File: src/sv/lns_pkg.sv
package lns_pkg;

    // Default build-time sizes
    localparam int DEF_MAX_SRC_W  = 256;
    localparam int DEF_MAX_SRC_H  = 256;
    localparam int DEF_COORD_BITS = 12;

    // Fixed field widths
    localparam int SRC_CFG_BITS  = 9;
    localparam int DST_BITS      = 12;
    localparam int COLOR_BITS    = 8;
    localparam int PIX_BITS      = 3 * COLOR_BITS;
    localparam int ARGB_BITS     = 32;
    localparam int SCALE_SHIFT   = 8;
    localparam int CFG_IDX_BITS  = 2;
    localparam int CFG_DATA_BITS = DST_BITS;

    // Configuration register indexes
    localparam logic [CFG_IDX_BITS-1:0] REG_SRC_WIDTH  = 2'd0;
    localparam logic [CFG_IDX_BITS-1:0] REG_SRC_HEIGHT = 2'd1;
    localparam logic [CFG_IDX_BITS-1:0] REG_DST_WIDTH  = 2'd2;
    localparam logic [CFG_IDX_BITS-1:0] REG_DST_HEIGHT = 2'd3;

    // Register reset values
    localparam logic [SRC_CFG_BITS-1:0] RST_SRC_WIDTH  = 9'd1;
    localparam logic [SRC_CFG_BITS-1:0] RST_SRC_HEIGHT = 9'd1;
    localparam logic [DST_BITS-1:0]     RST_DST_WIDTH  = 12'd640;
    localparam logic [DST_BITS-1:0]     RST_DST_HEIGHT = 12'd480;

    // Item kinds
    localparam logic KIND_WRITE = 1'b0;
    localparam logic KIND_QUERY = 1'b1;

    localparam logic [COLOR_BITS-1:0] ALPHA_OPAQUE = 8'hFF;

    typedef struct packed {
        logic start;
        logic long_mode;
    } lns_div_ctrl_t;

endpackage

File: src/sv/lns_div.sv
module lns_div
    import lns_pkg::*;
#(
    parameter int DNW     = 23,
    parameter int DVW     = 12,
    parameter int K_LONG  = 20,
    parameter int K_SHORT = 8
)(
    input  logic            clk,
    input  logic            rst_n,
    input  lns_div_ctrl_t   ctrl,
    input  logic [DNW-1:0]  dividend,
    input  logic [DVW-1:0]  divisor,
    output logic            done,
    output logic [DNW-1:0]  quotient
);
    localparam int CNT_BITS = $clog2(K_LONG + 1);

    logic                busy_reg;
    logic                done_reg;
    logic [CNT_BITS-1:0] cnt_reg;
    logic [DVW-1:0]      rem_reg;
    logic [DNW-1:0]      sh_reg;
    logic [DVW-1:0]      div_reg;

    logic [DVW:0]        trial;
    logic                take;
    logic [DVW:0]        diff;
    logic [DVW-1:0]      rem_next;
    logic [DNW-1:0]      sh_next;

    // One restoring step: shift in the next dividend bit, subtract if it fits
    always_comb
    begin
        trial    = {rem_reg, sh_reg[DNW-1]};
        take     = (trial >= {1'b0, div_reg});
        diff     = trial - {1'b0, div_reg};
        rem_next = take ? diff[DVW-1:0] : trial[DVW-1:0];
        sh_next  = {sh_reg[DNW-2:0], take};
    end

    always_ff @(posedge clk or negedge rst_n)
    begin
        if (!rst_n)
        begin
            busy_reg <= 1'b0;
            done_reg <= 1'b0;
            cnt_reg  <= '0;
        end
        else if (ctrl.start)
        begin
            busy_reg <= 1'b1;
            done_reg <= 1'b0;
            cnt_reg  <= ctrl.long_mode ? CNT_BITS'(K_LONG) : CNT_BITS'(K_SHORT);
        end
        else if (busy_reg)
        begin
            cnt_reg  <= cnt_reg - CNT_BITS'(1);
            busy_reg <= (cnt_reg != CNT_BITS'(1));
            done_reg <= (cnt_reg == CNT_BITS'(1));
        end
        else
        begin
            done_reg <= 1'b0;
        end
    end

    // Quotient length is known up front, so preload the high dividend bits
    always_ff @(posedge clk)
    begin
        if (ctrl.start)
        begin
            div_reg <= divisor;
            if (ctrl.long_mode)
            begin
                rem_reg <= DVW'(dividend >> K_LONG);
                sh_reg  <= dividend << (DNW - K_LONG);
            end
            else
            begin
                rem_reg <= DVW'(dividend >> K_SHORT);
                sh_reg  <= dividend << (DNW - K_SHORT);
            end
        end
        else if (busy_reg)
        begin
            rem_reg <= rem_next;
            sh_reg  <= sh_next;
        end
    end

    assign done     = done_reg;
    assign quotient = sh_reg;

endmodule

File: config.mk
export PLATFORM = sky130hd
export DESIGN_NAME = lns_div
export DESIGN_NICKNAME = d
export VERILOG_FILES = /design/src/sv/lns_pkg.sv /design/src/sv/lns_div.sv
export SDC_FILE = /design/constraint.sdc
export NUM_CORES = 1
export LEC_CHECK = 0
export BUFFER_PORTS_ARGS = -buffer_cell sky130_fd_sc_hd__buf_2
export CAP_MARGIN = 0
export CELL_PAD_IN_SITES_DETAIL_PLACEMENT = 1
export CELL_PAD_IN_SITES_GLOBAL_PLACEMENT = 1
export CORE_MARGIN = 1.5
export CORE_UTILIZATION = 39
export DETAILED_ROUTE_END_ITERATION = 6
export PLACE_DENSITY = 0.78
export SETUP_SLACK_MARGIN = 0.3
export SLEW_MARGIN = 40
export SYNTH_ARGS = -nofsm -noshare
export SYNTH_HDL_FRONTEND = slang
export SYNTH_SLANG_ARGS = --single-unit
File: constraint.sdc
create_clock -name clk -period 2.1 [get_ports clk]
set_input_delay 0.42 -clock clk [delete_from_list [all_inputs] [get_ports clk]]
set_output_delay 0.42 -clock clk [all_outputs]
set_load 0.1 [all_outputs]
Word-level counts from Yosys, hierarchy flattened
Index checks and enable logic that the tools add are counted.
{"block": "op_classes", "n_addsub": 2, "order_cmp": 1, "eq_ne": 2, "mux": 14, "n_reduce_logical": 1}
{"op": "two-way mux 23 bit", "count": 3}
{"op": "two-way mux 12 bit", "count": 4}
{"op": "two-way mux 5 bit", "count": 3}
{"op": "greater-or-equal comparator 13 x 12 -> 1 bit", "count": 1}
{"op": "subtractor 12 bit", "count": 1}
{"op": "equality test 5 x 1 -> 1 bit, second input constant", "count": 1}
{"op": "!= test 5 x 1 -> 1 bit, second input constant", "count": 1}
{"op": "subtractor 5 x 1 -> 5 bit, second input constant", "count": 1}
{"op": "two-way mux 1 bit", "count": 4}
{"op": "nonzero test 2 bit", "count": 1}
{"block": "totals", "reg_bits": 54, "input_bits": 39, "out_inout_bits": 24, "wordCells": 26}

Longest topological paths before layout
{"block": "logic_depth", "word_depth": 4, "mapped_depth": 11, "mapped_depth_nobuf": 10}

Least setup slack after synthesis
OpenSTA, ideal clock, no wires.
{"block": "synth_timing", "path_type": "register to register", "from": "register sh_reg[22], in the netlist quotient[22]", "to": "register rem_reg[8] (data pin)", "setup_time_ps": 144, "arrival_ps": 2750, "slack_ps": -794, "stages_incl_launch_ff": 11, "n_path_buf": 0, "period_less_slack_ps": 2894, "path_cell_list": "edfxtp_1 -> inv_1 -> ha_1 -> inv_1 -> fa_1 -> a21o_1 -> a221oi_4 -> or4b_1 -> o21ai_0 -> o21bai_1 -> o21ai_1"}
{"block": "synth_between", "elab_chain_len": 4}
{"element": "start, declared", "line_no": "lns_div.sv:23", "text": "logic [DNW-1:0] sh_reg;"}
{"element": "start signal, assigned", "line_no": "lns_div.sv:77", "text": "sh_reg <= dividend << (DNW - K_LONG);"}
{"element": "start signal, assigned", "line_no": "lns_div.sv:82", "text": "sh_reg <= dividend << (DNW - K_SHORT);"}
{"element": "start signal, assigned", "line_no": "lns_div.sv:88", "text": "sh_reg <= sh_next;"}
{"element": "subtractor 12 bit / greater-or-equal comparator 13 x 12 -> 1 bit (equally long branches)", "line_no": "lns_div.sv:37, lns_div.sv:36"}
{"element": "two-way mux 12 bit *", "line_no": "lns_div.sv:38", "text": "rem_next = take ? diff[DVW-1:0] : trial[DVW-1:0];"}
{"element": "two-way mux 12 bit *", "line_no": "lns_div.sv:85", "text": "else if (busy_reg)"}
{"element": "two-way mux 12 bit *", "line_no": "lns_div.sv:71", "text": "if (ctrl.start)"}
{"element": "end signal, assigned", "line_no": "lns_div.sv:76", "text": "rem_reg <= DVW'(dividend >> K_LONG);"}
{"element": "end signal, assigned", "line_no": "lns_div.sv:81", "text": "rem_reg <= DVW'(dividend >> K_SHORT);"}
{"element": "end signal, assigned", "line_no": "lns_div.sv:87", "text": "rem_reg <= rem_next;"}
{"element": "end, declared", "line_no": "lns_div.sv:22", "text": "logic [DVW-1:0] rem_reg;"}
Mark *: on every way between the ends. The rest lies on a longest branch, timed or not. The select of a mux whose other input is x is not followed.
A chain may end at the register's enable or synchronous reset.

Worst setup path in the final report
Same ends and word-level chain as after synthesis.

==> results.md <==
- Layout net count: 424
- GRT Resource Usage Total: 21.87%
- Seq cells post-synth: 54
- WS Path Type: flip-flop to flip-flop
- Initial antenna violation count: 0
- RR Endpoint: rem_reg[8]
- Post-layout min period: 2.389 ns
- Pre-antenna DRT Iters: 4
- Vias per std cell: 5.617
- IO Port Bufs: 62
- FMAX: 0.4185 GHz
- Failing checks: negative setup slack
- RSZ-0062 raised after global routing: true
- Post-Route WL: 9066 um
- Mean Syn Cell Area: 11.46 um^2
- Reg2Reg Setup Slack: -0.29 ns
- Number of synthesized flops with an enable pin: 47
- Cell Area, Placed: 3751 um^2
- Die H: 92.58 um
- Area Overhead vs Synth: 32.43%
- Final Instance Area: 4144 um^2
- Max FFs per register: 23
- FF-to-FF path depth: 10
- Worst Path Max Fanout: 2
- Most used DFF post-synth: edfxtp_1
- Total grt overflow: 0
- CP Buf/Inv Count: 2
- VDD IR max: 0.8517 mV
- Hold_sp: divisor[2]
- Die W: 92.58 um
- Slowest cell on crit path: or4b_1
- P_leak: 1.809 nW
- Row count: 32
- Vias in the first global route: 2766
- Relative slew slack: 49.32%
- Outcome: complete, but fails checks
- Post-DR wirelength/cell: 19.17 um
- Layout Skew: 0.01090 ns
- Dpl hpwl: 6465 um
- First-pass GRT wire length: 14390 um
- Final cell utilization of the core: 53.63%
- Worst Tran Pin Value: 0.7574 ns
- Clk pin slew, worst setup/hold paths: 0.10 ns
- CTS max path bufs: 2
- Cell Area, Synth: 3129 um^2
- Clk_lat worst skew: 0.31 ns
- Yosys warning count: 0
- Total chip power: 5.385 mW
- DRC viols: 0
- Setup-failing EPs final: 13
- Fin. Hold Viols: 0
- PD cells: 1299 nW/um^2
- Total CTS buffers: 5
- DP Worst Slack: -0.2848 ns
- DR iter-0 viols: 110
- Final period util: 113.8%
- H-Tree Depth: 2
- Total of max-cap violations: 0
- Num ports: 63
- Post-synthesis net count: 327
- CP Launch Type: flip-flop
- Setup slack after layout: -0.2892 ns
- Critical Path Max Stage Delay: 0.45 ns
- Core area: 7727 um^2
- Layout cell share with drive strength beyond 1: 40.16%
- Final ANT Viol Nets: 0
- Worst setup startpoint: quotient[22]
- Root Buffer: clkbuf_8
- Worst r2r src: quotient[22]
- Cell family with most CP delay: compound AO/OA/AOI/OAI gates
- Seq/Total Area, Yosys: 50.70%
- Setup tns final: -2.346 ns
- Largest net degree at the start of global routing: 28
- Distinct cells, synth: 51
- Critical Path RT: 2.26 ns
- Synthesized instance count: 273
- WHS Endpoint: div_reg[2]
- Crit path cell chain: inv_2 > ha_4 > inv_2 > fa_2 > a21o_1 > a221oi_4 > or4b_1 > o21ai_1 > o21bai_1 > o21ai_1
- CTS tree: done
- CP arrival: 2.55 ns
- Hold Path Stages: 1
- Crit end category: flip-flop
- Via count: 2657
- Hold crit path type: input pin to flip-flop
- Slew Viols, Final: 0
- Die area: 8570 um^2
- Asr flop ratio synth: 12.96%
- Clock sinks: 54
- N_diodes: 0
- Initial core utilization: 40.50%
- RePlAce Congestion: 0.8671
## placed cells by master (no fill, tap or decap), types with 2 or more instances in the layout
cell      instances
buf_4            35
a21oi_1          20
a32o_2            2
and2_1            3
clkbuf_8          6
a221oi_2          2
ha_4              8
dfrtp_1           7
nor4b_1           2
nand2b_1          2
nor2b_1           5
nand2_1          12
inv_2             2
nand3_1           4
edfxtp_1         47
nor3_2            2
buf_2            62
mux2i_1          17
buf_6             6
a32oi_2           3
o21bai_1          2
a21o_1            6
a21oi_2           3
xor2_1            2
a22o_1           11
ha_1              6
a211oi_1          3
o21ai_1           7
o21ai_0           2
xnor2_1           7
a31oi_1           3
inv_1            16
nor3_1            2
nor2_1           21
## per-layer routing
layer / part of all wire [%] / up-vias / routed length, um / global-route usage (%)
met1: 42 / 1341 / 3795 / 27.77
met2: 52 / 77 / 4701 / 37.62
met4: 1.7 / 0 / 155 / 7.692
met3: 4.6 / 12 / 414 / 3.366
li1: - / 1227 / - / -
met5: 0 / - / 0 / 0
## final cells by class
type / instances / area, um^2
fill: 858 / 3583
multi-input combinational: 186 / 1593
sequential: 54 / 1587
timing repair buffer: 105 / 678.2
tap: 102 / 127.6
clock buffer: 7 / 86.33
inverter: 18 / 67.56
clock inverter: 1 / 5.005
## Yosys cell counts, drive strengths merged (6+ instances only)
master	number	area [um^2]
a21o	7	52.55
a21oi	23	115.1
a22o	11	96.34
buf	6	52.54
clkbuf	10	67.57
dfrtp	7	175.2
edfxtp	47	1411
ha	14	175.2
inv	18	67.56
mux2i	17	170.2
nand2	12	45.04
nor2	22	82.58
nor2b	6	37.54
o21ai	9	45.04
xnor2	8	70.07
## worst reg2reg max path, cell delays in order, from the launching register on
cell and delay [ns]:
edfxtp_1 0.43, inv_2 0.09, ha_4 0.13, inv_2 0.03, fa_2 0.33, a21o_1 0.20
a221oi_4 0.23, or4b_1 0.45, o21ai_1 0.11, o21bai_1 0.08, o21ai_1 0.15
## worst max-delay path by stage
stage / endpoint / slack [ns] / depth (start not counted)
after floorplan: rem_reg[8] / -0.71 / 10
after global placement: rem_reg[10] / -0.17 / 8
after detailed placement: rem_reg[8] / -0.28 / 10
after CTS: rem_reg[8] / -0.30 / 10
after global routing: rem_reg[8] / -0.38 / 10
final: rem_reg[8] / -0.29 / 10
## kinds of logic (layout without fill, tap and decap cells)
family	count (synthesis)	after routing	share of synthesized area [%]
AOI/OAI and AO/OA	75	76	17.15
xor gates and xnor gates	10	10	2.799
adders and majority gates	15	15	6.238
buffers and inverters	34	131	5.997
DFF	54	54	50.70
muxes	17	17	5.438
and+or+nand+nor	68	68	11.68
## stage by stage
step                      hold WS (ns)  std cells
after floorplan                 0.1244        273
after global placement          0.2642        455
after detailed placement        0.2689        456
after CTS                       0.2778        471
after global routing            0.2707        473
final                           0.2819        473
## power by group
group,internal (mW),switching [mW]
combinational,1.38,1.77
sequential,1.42,0.186
clock,0.268,0.355
total,3.08,2.31
## repair_timing
action	4_1_cts	5_1_grt
setup buffers	5	2
pin swaps	16	8
hold buffers	1	0
endpoints found under the setup margin	13	13
gates resized for setup	30	5
hold endpoints to repair	7	0
cloned	1	0
Power figures use the tool's default switching activity.
